===== config.mk =====
export PLATFORM = sky130hd
export DESIGN_NAME = gb3_window
export DESIGN_NICKNAME = d
export VERILOG_FILES = /design/src/design/gb3_pkg.sv /design/src/design/gb3_window.sv
export SDC_FILE = /design/constraint.sdc
export NUM_CORES = 1
export LEC_CHECK = 0
export BUFFER_PORTS_ARGS = -buffer_cell sky130_fd_sc_hd__buf_4
export CAP_MARGIN = 20
export CORE_ASPECT_RATIO = 1.2
export CORE_MARGIN = 3
export CORE_UTILIZATION = 54
export DETAILED_ROUTE_END_ITERATION = 7
export PLACE_DENSITY_LB_ADDON = 0.05
export SLEW_MARGIN = 40
export SYNTH_ARGS = -nofsm -noshare
export SYNTH_HDL_FRONTEND = slang
export SYNTH_SLANG_ARGS = --single-unit

===== constraint.sdc =====
create_clock -name clock -period 5.6 [get_ports clock]
set_input_delay 1.12 -clock clock [delete_from_list [all_inputs] [get_ports clock]]
set_output_delay 1.12 -clock clock [all_outputs]
set_load 0.05 [all_outputs]

===== src/design/gb3_pkg.sv =====
// Shared widths, register indexes and bundle types of the 3x3 Gaussian blur.
package gb3_pkg;

   localparam int PIXEL_W           = 8;
   localparam int WIDTH_REG_W       = 11;
   localparam int HEIGHT_REG_W      = 13;
   localparam int CSR_DATA_W        = 13;
   localparam int CSR_INDEX_W       = 2;
   localparam int DEFAULT_MAX_WIDTH = 1024;
   localparam int HEIGHT_LIMIT      = 4096;
   localparam int ROW_W             = 12;
   localparam int RESET_WIDTH       = 640;
   localparam int RESET_HEIGHT      = 480;
   localparam int MIN_SIZE          = 3;
   localparam int SUM_W             = 12;
   localparam int QUEUE_DEPTH       = 3;
   localparam int QUEUE_CNT_W       = $clog2(QUEUE_DEPTH + 1);

   localparam logic [CSR_INDEX_W-1:0] CSR_IMAGE_WIDTH  = 2'd0;
   localparam logic [CSR_INDEX_W-1:0] CSR_IMAGE_HEIGHT = 2'd1;

   typedef struct packed {
      logic produce;
      logic last;
   } pos_flags_type;

   typedef struct packed {
      logic [PIXEL_W-1:0] blurred;
      logic               last;
   } result_type;

endpackage


===== src/design/gb3_window.sv =====
// 3x3 window columns and the 1-2-1 weighted sum with divide by sixteen.
module gb3_window (
   input  logic                          clock,
   input  logic                          reset,
   input  logic                          step,
   input  gb3_pkg::pos_flags_type        flags,
   input  logic [gb3_pkg::PIXEL_W-1:0]   pixel,
   input  logic [gb3_pkg::PIXEL_W-1:0]   upper,
   input  logic [gb3_pkg::PIXEL_W-1:0]   middle,
   output logic                          push,
   output gb3_pkg::result_type           result
);
   import gb3_pkg::*;

   logic [PIXEL_W-1:0] win_ff [6];
   logic [SUM_W-1:0]   sum;

   always_ff @(posedge clock) begin
      if (reset) begin
         for (int i = 0; i < 6; i++) begin
            win_ff[i] <= '0;
         end
      end else if (step) begin
         win_ff[0] <= win_ff[3];
         win_ff[1] <= win_ff[4];
         win_ff[2] <= win_ff[5];
         win_ff[3] <= upper;
         win_ff[4] <= middle;
         win_ff[5] <= pixel;
      end
   end

   always_comb begin
      sum = SUM_W'(win_ff[0]) + (SUM_W'(win_ff[3]) << 1) + SUM_W'(upper)
          + (SUM_W'(win_ff[1]) << 1) + (SUM_W'(win_ff[4]) << 2) + (SUM_W'(middle) << 1)
          + SUM_W'(win_ff[2]) + (SUM_W'(win_ff[5]) << 1) + SUM_W'(pixel);
   end

   assign push           = step & flags.produce;
   assign result.blurred = sum[SUM_W-1:4];
   assign result.last    = flags.last;

endmodule


==> results of run 1 <==
==> worst max-delay path by stage <==
| stage | cells past startpoint | to | from | slack [ns] |
|---|---|---|---|---|
| CTS | 14 | result[8] | middle[2] | -0.45 |
| detailed placement | 14 | result[8] | middle[2] | -0.49 |
| finish | 14 | result[8] | middle[2] | -0.41 |
| global route | 14 | result[8] | middle[2] | -0.53 |
| global placement | 14 | result[8] | middle[2] | -0.40 |
| floorplan | 12 | result[8] | middle[2] | -0.12 |
==> through the flow <==
step           area, sq um  hold slack (ns)  instances  utilization [%]
6_report              4450            0.566        451             68.6
5_1_grt               4450            0.592        451             68.6
4_1_cts               4380            0.566        448             67.5
3_5_place_dp          4210            0.545        440             64.9
3_3_place_gp          4210            0.534        440             64.8
2_1_floorplan         3740            0.525        310                -
==> cells by family (layout without fill, tap and decap cells) <==
logic type | Yosys count | in the layout
xor gates and xnor gates | 4 | 4
buffers and inverters | 103 | 159
AOI/OAI and AO/OA | 14 | 14
and+or+nand+nor | 75 | 75
muxes | 1 | 1
adders and majority gates | 65 | 65
DFF | 48 | 48
==> layer usage <==
layer  vias to the layer above  track usage, %  wire length [um]
met2                        36            32.1              3310
met1                      1060            20.7              2340
met3                         5            2.62               172
li1                       1048               -                 -
met5                         -               0                 0
met4                         0            6.76                81
==> layout make-up <==
| cell class | instances | area share (%) |
|---|---|---|
| clock buffer | 5 | 1.55 |
| multi-input combinational | 159 | 44.6 |
| sequential | 48 | 32.4 |
| inverter | 97 | 8.36 |
| timing repair buffer | 54 | 10.3 |
| clock inverter | 3 | 0.422 |
| tap | 85 | 2.39 |
==> timing repair <==
action / 4_1_cts / 5_1_grt
gates resized for setup: 24 / 13
endpoints found under the setup margin: 6 / 6
setup buffers: 0 / 3
endpoints found under the hold margin: 0 / 0
pin swaps: 18 / 15
==> placed cells by master (no fill, tap or decap), types with 2 or more instances in the layout <==
cell type,count
and2_1,50
a31oi_1,2
fa_2,5
edfxtp_1,48
nand2_1,2
ha_4,4
a21oi_1,5
nor3_1,3
clkbuf_8,5
buf_6,10
ha_1,8
inv_2,14
clkinvlp_4,2
buf_8,2
xnor2_2,3
nand4_1,2
nand4b_1,3
inv_1,82
fa_1,47
a21oi_4,2
nor2_1,2
buf_4,42
==> impl_metrics.yaml, run 1 <==
clock_network:
  cts_max_level: 2
  clock_path_buffers: 2
  cts_tree: "done"
  path_clk_slew_ns: 0.09
  cts-root-buf: "clkbuf_8"
  cts_hold_buf: 0
  clk_latency_ns: 0.31
  cts.sinks: 48
  numCtsBuffers: 5
setup_path:
  worstPathMaxFanout: 3
  crit_path_end_kind: "output pin"
  start_kind: "primary input"
  cp.buffers_inverters: 4
  worst_path_max_delay_cell: "fa_1"
  required_ns: 4.48
  path_delay_family: "adder cells"
  reg2reg_to: "win_ff[2][1]$_SDFFCE_PN0P_"
  r2r_start: "win_ff[5][1]$_SDFFCE_PN0P_"
  critical_path.cell_chain: "buf_8 -> inv_8 -> fa_1 -> inv_1 -> fa_1 -> fa_1 -> fa_1 -> nor3b_4 -> fa_2 -> a21o_1 -> a221oi_4 -> nor4b_4 -> or3_4 -> buf_8"
  worstPathArrival_ns: 4.89
  crit_top_cell: "fa_1"
  reg2reg_slack_ns: 4.75
  path_class: "in -> out"
  reg2regPathDepth: 1
  cpPeakStageDelay_ns: 0.54
timing:
  finalHoldViolations: 0
  setup_ws_ns: -0.407
  slew_headroom_pct: 55.4
  timing.fmax_ghz: 0.166
  tightestPinTransition_ns: 0.669
  rsz0062_at_grt: "yes"
  finalMaxSlewViolations: 0
  setup_violations: 6
  period_needed_ns: 6.01
  final.period_utilization_pct: 107
  tns_ns: -1.15
  clock_skew_ns: 0.0122
synth:
  yosysTopAreaCellShare_pct: 39.4
  ys_ff_latch: 48
  synth_common_cells: "inv_1 (97), fa_1 (52), and2_1 (50)"
  synthCells: 310
  synth_compound_area_share_pct: 2.77
  synth_top_family_by_area: "adder cells"
  netlist_area_sq_mm: 0.00366
  synth_area_leaders: "edfxtp_1 (39%), fa_1 (28%), inv_1 (10%)"
  yosys.cell_types.count: 31
  async_reset_ff_share_pct: 0
  synth_ff_type: "edfxtp_1"
  syn_area_per_cell_sq_um: 11.8
  synth_top_cell_by_area: "edfxtp_1"
  yosysMostFrequentCell: "inv_1"
  synthXorXnorAreaFrac_pct: 0.958
  synth_nets: 404
  synthAdderAreaFrac_pct: 32.9
  synth_edf_count: 48
  muxShareOfSynthArea_pct: 0.274
  synth.yosys.seq_area_share_pct: 39.4
  synthSimpleGateAreaFrac_pct: 13.0
  yosysWarnings: 0
drt:
  wl_per_cell_um: 13.1
  ant_nets: 0
  first_iter_violations: 65
  dr.pass1.iters: 4
  vias: 2149
  drc_errors: 0
  viasPerCell: 4.76
  routed_wl_mm: 5.91
layout:
  largest_reg_flops: 48
  antenna_cells: 0
  regMostFlops: "win_ff"
  nFillCells: 524
  drive_gt1_share_pct: 27.6
  final_nets: 459
  largestRegisters: "win_ff x48"
  multi_input_area_sq_mm: 0.00198
  seqCellArea_sq_mm: 0.00144
  syn_to_final_growth_pct: 21.6
global_route:
  gr-total-overflow: 0
  antenna_found_initial: 0
  grt_max_degree: 49
  grt_pass1_wl_mm: 10.3
  grt_pass1_vias: 2321
  track_usage_pct: 17.6
run_status:
  violations: "setup timing"
  status: "finished, violations left"
floorplan:
  core_sq_mm: 0.00649
  initial_core_util_pct: 56.4
  fp.dieW_um: 81.1
  ios: 39
  rows: 32
  die_area_sq_mm: 0.00780
  die_height_um: 96.2
placed_design:
  io_buffer_count: 36
  post-dp-hpwl_mm: 4.49
  gp_congestion: 0.776
  dpl_worst_slack_ns: -0.488
flow_run:
  cap_violations: 0
min_path:
  min_to: "win_ff[1][2]$_SDFFCE_PN0P_"
  holdCritStartpoint: "win_ff[4][2]$_SDFFCE_PN0P_"
  hold_path_class: "reg -> reg"
  whs_path_depth: 1
Power of run 1 is not shown: default switching activity piles up to over one toggle a cycle in this logic, so the estimate is an artifact.
==> run 2: changes to the inputs <==
--- a/config.mk
+++ b/config.mk
@@ -5,12 +5,12 @@
 export SDC_FILE = /design/constraint.sdc
 export NUM_CORES = 1
 export LEC_CHECK = 0
-export BUFFER_PORTS_ARGS = -buffer_cell sky130_fd_sc_hd__buf_4
 export CAP_MARGIN = 20
 export CORE_ASPECT_RATIO = 1.2
 export CORE_MARGIN = 3
-export CORE_UTILIZATION = 54
+export CORE_UTILIZATION = 55
 export DETAILED_ROUTE_END_ITERATION = 7
+export DONT_BUFFER_PORTS = 1
 export PLACE_DENSITY_LB_ADDON = 0.05
 export SLEW_MARGIN = 40
 export SYNTH_ARGS = -nofsm -noshare
==> run 2 against run 1 <==
  * The run still ends with setup timing left
  * Clock skew down 0.0066 ns
  * Global-route usage down 0.63 points
  * First-iteration DRC count is 25% lower
  * Sequential cell count did not move
  * Wire length down 5.3%
  * Count of clock-buffer cells in the layout unchanged
  * Die area fell by 1.7%
  * Worst setup slack improved by 0.17 ns
  * Register-to-register slack better by 0.02 ns
  * Via count is 5.3% lower
  * Sequential share of layout area is 2.2 points higher
==> impl_metrics.yaml, run 2 (synthesis gave the netlist of run 1 again) <==
timing:
  setup_violations: 4
  slew_headroom_pct: 56.2
  period_needed_ns: 5.83
  rsz0062_at_grt: "yes"
  finalHoldViolations: 0
  tightestPinTransition_ns: 0.657
  timing.fmax_ghz: 0.171
  finalMaxSlewViolations: 0
  final.period_utilization_pct: 104
  setup_ws_ns: -0.233
  clock_skew_ns: 0.00561
floorplan:
  die_area_sq_mm: 0.00767
  fp.dieW_um: 80.4
  die_height_um: 95.3
  core_sq_mm: 0.00624
  ios: 39
  rows: 31
  initial_core_util_pct: 58.6
setup_path:
  r2r_start: "win_ff[5][1]$_SDFFCE_PN0P_"
  worstPathMaxFanout: 3
  start_kind: "primary input"
  worstPathArrival_ns: 4.71
  worstSetupStartpoint: "middle[2]"
  path_class: "in -> out"
  required_ns: 4.48
  crit_path_end_kind: "output pin"
global_route:
  grt_max_degree: 49
  track_usage_pct: 17.0
  gr-total-overflow: 0
  antenna_found_initial: 0
  grt_pass1_vias: 2278
  grt_pass1_wl_mm: 9.91
clock_network:
  cts_hold_buf: 0
  cts_max_level: 2
  cts.sinks: 48
  clk_latency_ns: 0.31
  cts_tree: "done"
  numCtsBuffers: 5
  clock_path_buffers: 2
  path_clk_slew_ns: 0.10
  cts-root-buf: "clkbuf_8"
drt:
  viasPerCell: 4.93
  dr.pass1.iters: 4
  drc_errors: 0
  ant_nets: 0
  first_iter_violations: 49
  wl_per_cell_um: 13.5
  routed_wl_mm: 5.59
  vias: 2036
layout:
  largestRegisters: "win_ff x48"
  syn_to_final_growth_pct: 13.8
  final_cell_mix: "inv_1 (91), and2_1 (50), fa_1 (49), edfxtp_1 (48), buf_4 (14)"
  largest_reg_flops: 48
  regMostFlops: "win_ff"
  antenna_cells: 0
  final_common_cell: "inv_1"
  nFillCells: 487
  final_nets: 424
  drive_gt1_share_pct: 16.3
min_path:
  holdCritStartpoint: "win_ff[5][4]$_SDFFCE_PN0P_"
  hold_path_class: "reg -> reg"
run_status:
  status: "finished, violations left"
  violations: "setup timing"
flow_run:
  cap_violations: 0
placed_design:
  dpl_worst_slack_ns: -0.269
  post-dp-hpwl_mm: 4.35
  gp_congestion: 0.796
  io_buffer_count: 0
run 2: cell count changes in the layout (fill, tap and decap cells not counted), moves of 7 or more:
cell / previous run / this run
buf_4: 42 / 14
buf_6: 10 / 3
inv_1: 82 / 91
inv_2: 14 / 5
run 2: worst max-delay path, cell delays in order:
cell	delay, ns
inv_8	0.01
fa_1	0.53
inv_1	0.05
fa_1	0.52
fa_1	0.45
fa_1	0.50
nor3b_2	0.18
fa_2	0.35
a21o_1	0.23
a221oi_4	0.27
nor3_1	0.07
or3_4	0.43
run 2: routing by layer:
metal  GRT usage (%)  vias up  share of wire (%)
li1                -      974                  -
met1            19.5     1028                 38
met2            31.9       32                 58
met3            3.59        2                3.8
met4            4.37        0               0.41
met5               0        -                  0
run 2: cell type report:
cell class,instances,area (sq um),area share (%)
Tap cell,82,103,2.47
Inverter,97,372,8.93
Clock inverter,3,47.5,1.14
Multi-Input combinational cell,159,1950,46.9
Clock buffer,5,68.8,1.65
Timing Repair Buffer,19,179,4.30
Sequential cell,48,1440,34.6
run 2: repair_timing:
action / in CTS / in global routing
pin swaps: 1 / 6
endpoints found under the setup margin: 6 / 6
resized for setup: 2 / 10
buffers inserted: 2 / 1
run 2: final timing paths:
check	endpoint	slack, ns	cells after the start
max	result[8]	-0.23	12
min	win_ff[2][4]$_SDFFCE_PN0P_	0.56	1
max reg2reg	win_ff[2][1]$_SDFFCE_PN0P_	4.77	1
min reg2reg	win_ff[2][4]$_SDFFCE_PN0P_	0.56	1
run 2: through the flow:
| stage | area [sq um] | setup TNS [ns] | hold slack, ns | utilization, % | instances |
|---|---|---|---|---|---|
| 5_1_grt | 4160 | -1.06 | 0.580 | 66.6 | 413 |
| 2_1_floorplan | 3740 | -0.196 | 0.525 | - | 310 |
| 6_report | 4160 | -0.455 | 0.562 | 66.6 | 413 |
| 3_5_place_dp | 3970 | -0.722 | 0.542 | 63.6 | 403 |
| 3_3_place_gp | 3970 | -0.530 | 0.535 | 63.6 | 403 |
| 4_1_cts | 4120 | -0.787 | 0.565 | 66.0 | 413 |
Power of run 2 is left out for the same reason.
