--- src/design/gb3_pkg.sv ---
// Shared widths, register indexes and bundle types of the 3x3 Gaussian blur.
package gb3_pkg;

   localparam int PIXEL_W           = 8;
   localparam int WIDTH_REG_W       = 11;
   localparam int HEIGHT_REG_W      = 13;
   localparam int CSR_DATA_W        = 13;
   localparam int CSR_INDEX_W       = 2;
   localparam int DEFAULT_MAX_WIDTH = 1024;
   localparam int HEIGHT_LIMIT      = 4096;
   localparam int ROW_W             = 12;
   localparam int RESET_WIDTH       = 640;
   localparam int RESET_HEIGHT      = 480;
   localparam int MIN_SIZE          = 3;
   localparam int SUM_W             = 12;
   localparam int QUEUE_DEPTH       = 3;
   localparam int QUEUE_CNT_W       = $clog2(QUEUE_DEPTH + 1);

   localparam logic [CSR_INDEX_W-1:0] CSR_IMAGE_WIDTH  = 2'd0;
   localparam logic [CSR_INDEX_W-1:0] CSR_IMAGE_HEIGHT = 2'd1;

   typedef struct packed {
      logic produce;
      logic last;
   } pos_flags_type;

   typedef struct packed {
      logic [PIXEL_W-1:0] blurred;
      logic               last;
   } result_type;

endpackage

--- src/design/gb3_rsp_queue.sv ---
// Three-entry result queue between the blur datapath and the response channel.
module gb3_rsp_queue (
   input  logic                              clock,
   input  logic                              reset,
   input  logic                              push,
   input  gb3_pkg::result_type               push_data,
   input  logic                              pop_ready,
   output logic                              out_valid,
   output gb3_pkg::result_type               out_data,
   output logic [gb3_pkg::QUEUE_CNT_W-1:0]   count
);
   import gb3_pkg::*;

   localparam int PTR_W = $clog2(QUEUE_DEPTH);

   result_type           entry_ff [QUEUE_DEPTH];
   logic [PTR_W-1:0]     wr_ptr_ff, wr_ptr_in;
   logic [PTR_W-1:0]     rd_ptr_ff, rd_ptr_in;
   logic [QUEUE_CNT_W-1:0] count_ff, count_in;
   logic                 pop;

   assign out_valid = (count_ff != '0);
   assign pop       = out_valid & pop_ready;
   assign out_data  = entry_ff[rd_ptr_ff];
   assign count     = count_ff;

   always_comb begin
      wr_ptr_in = wr_ptr_ff;
      rd_ptr_in = rd_ptr_ff;
      count_in  = count_ff;
      if (push) begin
         wr_ptr_in = (wr_ptr_ff == PTR_W'(QUEUE_DEPTH - 1)) ? '0 : wr_ptr_ff + 1'b1;
      end
      if (pop) begin
         rd_ptr_in = (rd_ptr_ff == PTR_W'(QUEUE_DEPTH - 1)) ? '0 : rd_ptr_ff + 1'b1;
      end
      if (push && !pop) begin
         count_in = count_ff + 1'b1;
      end else if (pop && !push) begin
         count_in = count_ff - 1'b1;
      end
   end

   always_ff @(posedge clock) begin
      if (reset) begin
         wr_ptr_ff <= '0;
         rd_ptr_ff <= '0;
         count_ff  <= '0;
      end else begin
         wr_ptr_ff <= wr_ptr_in;
         rd_ptr_ff <= rd_ptr_in;
         count_ff  <= count_in;
      end
   end

   always_ff @(posedge clock) begin
      if (push) begin
         entry_ff[wr_ptr_ff] <= push_data;
      end
   end

endmodule

--- config.mk ---
export PLATFORM = sky130hd
export DESIGN_NAME = gb3_rsp_queue
export DESIGN_NICKNAME = d
export VERILOG_FILES = /design/src/design/gb3_pkg.sv /design/src/design/gb3_rsp_queue.sv
export SDC_FILE = /design/constraint.sdc
export NUM_CORES = 1
export LEC_CHECK = 0
export BUFFER_PORTS_ARGS = -buffer_cell sky130_fd_sc_hd__clkbuf_2
export CELL_PAD_IN_SITES_DETAIL_PLACEMENT = 0
export CELL_PAD_IN_SITES_GLOBAL_PLACEMENT = 1
export CORE_ASPECT_RATIO = 0.7
export CORE_MARGIN = 5
export CORE_UTILIZATION = 43
export DETAILED_ROUTE_END_ITERATION = 16
export GPL_ROUTABILITY_DRIVEN = 0
export PLACE_DENSITY_LB_ADDON = 0.05
export SLEW_MARGIN = 20
export SYNTH_ARGS = -nofsm -noshare
export SYNTH_HDL_FRONTEND = slang
export SYNTH_SLANG_ARGS = --single-unit
--- constraint.sdc ---
create_clock -name clock -period 2.1 [get_ports clock]
set_input_delay 0.42 -clock clock [delete_from_list [all_inputs] [get_ports clock]]
set_output_delay 0.42 -clock clock [all_outputs]
set_load 0.02 [all_outputs]
==> results_dict.tcl, run 1 <==
set metrics [dict create \
    syn_nets 104 \
    first_iter_violations 27 \
    yosysSeqAreaShare_pct 74.4 \
    via_per_inst 4.66 \
    core_area_mm2 0.00286 \
    setup_viol 0 \
    maxSlewHeadroom_pct 60.0 \
    ys_warn_count 0 \
    leakage_nw 0.573 \
    yosysUniqueCellTypes 20 \
    drcViolationCount 0 \
    fp.dieW_um 75.8 \
    yosys-top-cells-area "edfxtp_1, dfxtp_1, mux2i_1" \
    vdd_drop_max_v 0.000419 \
    synth_top_cell_by_area "edfxtp_1" \
    clk_latency_ns 0.27 \
    ctsHoldBuffers 0 \
    cp-end-kind "output port" \
    min_from "push_data[1]" \
    seq_area_um2 971 \
    post-route-period-util_pct 90.2 \
    max_cap_viol_count 0 \
    port_buffers 24 \
    track_usage_pct 10.9 \
    initial_core_util_pct 45.6 \
    postCtsResizedCells 0 \
    cts.path.max_buffers 2 \
    critical-path-max-stage-delay_ns 0.67 \
    finClkSkew_ns 0.00189 \
    fill_cells 256 \
    fin_ws_ns 0.206 \
    reg2reg_depth 4 \
    holdPathEnd "entry_ff[2][1]" \
    layout_common_cells "edfxtp_1, clkbuf_2, nand2_1" \
    dr.pass1.iters 2 \
    power_frac_comb_pct 23.3 \
    numCtsBuffers 5 \
    fin_hold_ws_ns 0.349 \
    p_sw_mw 0.514 \
    holdPathStages 1 \
    worst_pin_slew_ns 0.598 \
    diodes 0 \
    postRouteAntennaNets 0 \
    rsz0062_at_grt "false" \
    path_clk_slew_ns 0.06 \
    layout.cells.non_filler 158 \
    crit_fanout 9 \
    syn_to_final_growth_pct 19.5 \
    crit_slowest_cell "dfxtp_1" \
    p_sw_share_pct 29.9 \
    finalHoldViolations 0 \
    mappedNetlistArea_mm2 0.00131 \
    pre_cts_ws_ns 0.481 \
    num_vias 736 \
    cts_setup_buffers 0 \
    r2r-end "count[1]" \
    crit_required_ns 1.68 \
    cts_tree "yes" \
    rows 16 \
    hpwl_um 1430 \
    p_int_mw 1.20 \
    cts_sinks 35 \
    antenna_found_initial 0 \
    period_minus_slack_ns 1.89 \
    cts_max_level 2 \
    status "finished clean" \
    wl_um 2050 \
    r2r_start "count[0]" \
    synth_top_cell_area_share_pct 62.1 \
    min_path_type "input port to flop" \
    wl_per_cell_um 13.0 \
    cellPowerDensity_mw_per_mm2 1100 \
    chipHeight_um 56.1 \
    syn_area_per_cell_um2 14.5 \
    p_seq_share_pct 51.6 \
    cts-root-buf "clkbuf_8" \
    layout_commonest_cell "edfxtp_1" \
    ys_seq_elements 35 \
    die-area_mm2 0.00425 \
    place_inst 150 \
    io-pin-count 25 \
    grt_pass1_vias 708 \
    multi_input_area_um2 317 \
    critPathLaunchType "flop" \
    fmax_mhz 528 \
    slew_viol_final 0 \
    critPathKind "flop to output port" \
    grt_max_degree 19 \
    grt_pass1_wl_um 3350 \
    critPathArrivalTime_ns 1.47 \
    overflow 0 \
    fin_nets 135 \
    reg2reg_slack_ns 0.64 \
    final_layout_size_suffix_gt1_share_pct 28.7 \
    setup-tns-final_ns 0 \
    crit_chain "mux2i_1, o21ai_1, clkbuf_2" \
    synthCells 90 \
    clkPwrFrac_pct 25.1 \
]
per-layer routing:
metal  track usage, %  vias to the layer above  share of wire, %
met5                0                        -                 0
met2             15.1                       16                45
met3             5.23                        2               6.1
met4             3.74                        0              0.49
li1                 -                      388                 -
met1             14.6                      330                48
critical path, delay by kind of cell, from the launching register on:
kind	cells	cell delay [ns]
AO/OA/AOI/OAI	1	0.08
multiplexers	1	0.27
flip-flops	1	0.67
buffers and inverters	1	0.18
power groups by stage:
stage,sequential [mW],clock [mW],combinational (mW)
floorplan,0.882,0,0.292
global placement,0.902,0,0.405
detailed placement,0.903,0,0.408
CTS,0.889,0.446,0.408
global route,0.902,0.478,0.442
finish,0.887,0.431,0.401
logic make-up after synthesis:
group	Yosys count	synth area share [%]
and+or+nand+nor	23	7.86
adders and majority gates	1	0.959
buffers and inverters	4	1.34
DFF	35	74.4
xor gates and xnor gates	2	1.34
muxes	10	7.77
AOI/OAI and AO/OA	15	6.33
worst max path at each step:
stage	startpoint	slack, ns	depth (start not counted)	endpoint
4_1_cts	flop	0.18	3	out_data[8]
6_report	flop	0.21	3	out_data[8]
3_3_place_gp	flop	0.46	3	out_data[8]
3_5_place_dp	flop	0.48	3	out_data[8]
2_1_floorplan	push	0.49	1	entry_ff[0][0]
5_1_grt	flop	0.07	3	out_data[6]
synthesized netlist by cell type:
cell / number
a21oi_1: 3
a21oi_2: 1
buf_1: 1
buf_2: 2
dfxtp_1: 8
edfxtp_1: 27
ha_1: 1
inv_1: 1
mux2_2: 1
mux2i_1: 9
nand2_1: 13
nor2_1: 5
nor3b_1: 1
o21ai_0: 1
o21ai_1: 9
o21ai_2: 1
or2_1: 1
or3_1: 2
or3b_1: 1
xor2_1: 2
flip-flops by register name, indices dropped and copies added, names as in the netlist, named ones only:
name and cells:
rd_ptr_ff 2, entry_ff 27, wr_ptr_ff 2, count 2
metrics by stage:
step | total power, mW | util, % | area (um^2)
floorplan | 1.17 | - | 1310
global placement | 1.31 | 51.7 | 1480
detailed placement | 1.31 | 51.7 | 1480
CTS | 1.74 | 54.5 | 1560
global route | 1.82 | 54.5 | 1560
finish | 1.72 | 54.5 | 1560
final cells by class:
type | count | share of cell area, %
Clock buffer | 6 | 4.65
Multi-Input combinational cell | 51 | 20.3
Clock inverter | 2 | 0.482
Inverter | 1 | 0.241
Sequential cell | 35 | 62.3
Tap cell | 36 | 2.89
Timing Repair Buffer | 27 | 9.15
Power figures use the tool's default switching activity.
==> run 2: changes to the inputs <==
--- a/config.mk
+++ b/config.mk
@@ -6,13 +6,14 @@
 export NUM_CORES = 1
 export LEC_CHECK = 0
 export BUFFER_PORTS_ARGS = -buffer_cell sky130_fd_sc_hd__clkbuf_2
+export CAP_MARGIN = 20
 export CELL_PAD_IN_SITES_DETAIL_PLACEMENT = 0
 export CELL_PAD_IN_SITES_GLOBAL_PLACEMENT = 1
-export CORE_ASPECT_RATIO = 0.7
 export CORE_MARGIN = 5
 export CORE_UTILIZATION = 43
 export DETAILED_ROUTE_END_ITERATION = 16
 export GPL_ROUTABILITY_DRIVEN = 0
+export MAX_ROUTING_LAYER = met4
 export PLACE_DENSITY_LB_ADDON = 0.05
 export SLEW_MARGIN = 20
 export SYNTH_ARGS = -nofsm -noshare
==> results_dict.tcl, run 2 (synthesized netlist as in run 1, its figures left out) <==
set metrics [dict create \
    period_minus_slack_ns 1.89 \
    chipHeight_um 65.1 \
    total_power_mw 1.65 \
    cts_setup_buffers 0 \
    grt_pass1_vias 733 \
    setup-tns-final_ns 0 \
    postRouteAntennaNets 0 \
    fill_cells 262 \
    port_buffers 24 \
    fin_nets 136 \
    leakage_nw 0.571 \
    crit_buf_inv 1 \
    worst_pin_slew_ns 0.526 \
    min_path_type "input port to flop" \
    cp-end-kind "output port" \
    first_iter_violations 18 \
    grt_max_degree 11 \
    pre_cts_ws_ns 0.516 \
    crit_fanout 9 \
    track_usage_pct 12.0 \
    max_cap_viol_count 0 \
    rows 20 \
    layout_common_cells "edfxtp_1, clkbuf_2, nand2_1" \
    r2r-end "count[1]" \
    final_area_mm2 0.00154 \
    final_layout_size_suffix_gt1_share_pct 30.1 \
    antenna_found_initial 0 \
    cts_tree "yes" \
    critical-path-max-stage-delay_ns 0.66 \
    cts.path.max_buffers 2 \
    drcViolationCount 0 \
    utilization_pct 51.8 \
    largest_register_ffs 27 \
    cp_top_family "flip-flops" \
    clk_latency_ns 0.33 \
    post-route-period-util_pct 90.2 \
    vdd_drop_max_v 0.000538 \
    fmax_mhz 528 \
    fin_ws_ns 0.206 \
    rsz0062_at_grt "false" \
    ctsHoldBuffers 0 \
    wl_per_cell_um 13.6 \
    crit_chain "mux2i_1, o21ai_1, clkbuf_2" \
    core_area_mm2 0.00298 \
    slew_viol_final 0 \
    cp-endpoint "out_data[2]" \
    numCtsBuffers 5 \
    cts_max_level 2 \
    r2r_start "count[0]" \
    critPathArrivalTime_ns 1.47 \
    fp.dieW_um 65.1 \
    initial_core_util_pct 43.8 \
    crit_slowest_cell "dfxtp_1" \
    cts_sinks 35 \
    overflow 0 \
    wl_um 2120 \
    crit_required_ns 1.68 \
    layout_commonest_cell "edfxtp_1" \
    critPathLaunchType "flop" \
    diodes 0 \
    crit_cells 3 \
    cellPowerDensity_mw_per_mm2 1070 \
    path_clk_slew_ns 0.09 \
    regMostFlops "entry_ff" \
    num_vias 756 \
    postCtsResizedCells 0 \
    io-pin-count 25 \
    critPathKind "flop to output port" \
    reg2reg_depth 4 \
    reg2reg_slack_ns 0.63 \
    grt_pass1_wl_um 3480 \
    syn_to_final_growth_pct 18.1 \
    place_area_mm2 0.00148 \
    maxSlewHeadroom_pct 64.9 \
    setup_viol 0 \
    hpwl_um 1460 \
    finClkSkew_ns 0.00674 \
    cts-root-buf "clkbuf_4" \
    status "finished clean" \
    via_per_inst 4.85 \
    finalHoldViolations 0 \
    dr.pass1.iters 4 \
    die-area_mm2 0.00424 \
]
==> run 2: cell types whose count changed in the layout (fill, tap and decap cells not counted), sizes merged <==
cell / before / now
buf: 3 / 4
clkbuf: 30 / 31
clkinv: 2 / 1
==> run 2: through the flow <==
step / cells / hold slack, ns
after floorplan: 90 / 0.446
after global placement: 148 / 0.477
after detailed placement: 148 / 0.482
after CTS: 156 / 0.267
after global routing: 156 / 0.260
final: 156 / 0.292
==> run 2: worst register-to-register path, stage by stage (launching register included) <==
cell and delay (ns):
dfxtp_1 0.37, o21ai_2 0.23, ha_1 0.30, or3_1 0.37, a21oi_1 0.14
==> run 2: how the worst min path moves through the flow <==
stage	from	to	slack, ns	depth (start not counted)
2_1_floorplan	rd_ptr_ff[0]	flop	0.45	2
6_report	push_data[8]	entry_ff[2][8]	0.29	1
5_1_grt	push_data[6]	entry_ff[1][6]	0.26	1
4_1_cts	push_data[6]	entry_ff[2][6]	0.27	1
3_5_place_dp	rd_ptr_ff[1]	flop	0.48	2
3_3_place_gp	rd_ptr_ff[1]	rd_ptr_ff[1]	0.48	2
==> run 2: power breakdown <==
| part | total, mW | internal (mW) | switching, mW |
|---|---|---|---|
| registers | 0.879 | 0.809 | 0.0703 |
| clock network | 0.362 | 0.160 | 0.201 |
| logic | 0.408 | 0.172 | 0.236 |
==> run 2: area by class of cell <==
cell class / count / area [um^2] / share of cell area, %
clock buffers: 7 / 55.1 / 3.57
clock inverters: 1 / 3.75 / 0.244
inverters: 1 / 3.75 / 0.244
multi-input cells: 51 / 317 / 20.5
flip-flops and latches: 35 / 971 / 63.0
well taps: 33 / 41.3 / 2.68
repair buffers: 28 / 150 / 9.74
==> run 2: metal layers <==
layer / wire, um / GRT usage (%) / vias up
met5: 0 / - / -
met4: 30 / 5.44 / 0
met3: 97 / 5.64 / 6
met2: 1100 / 18.8 / 15
met1: 888 / 13.2 / 343
li1: - / - / 392
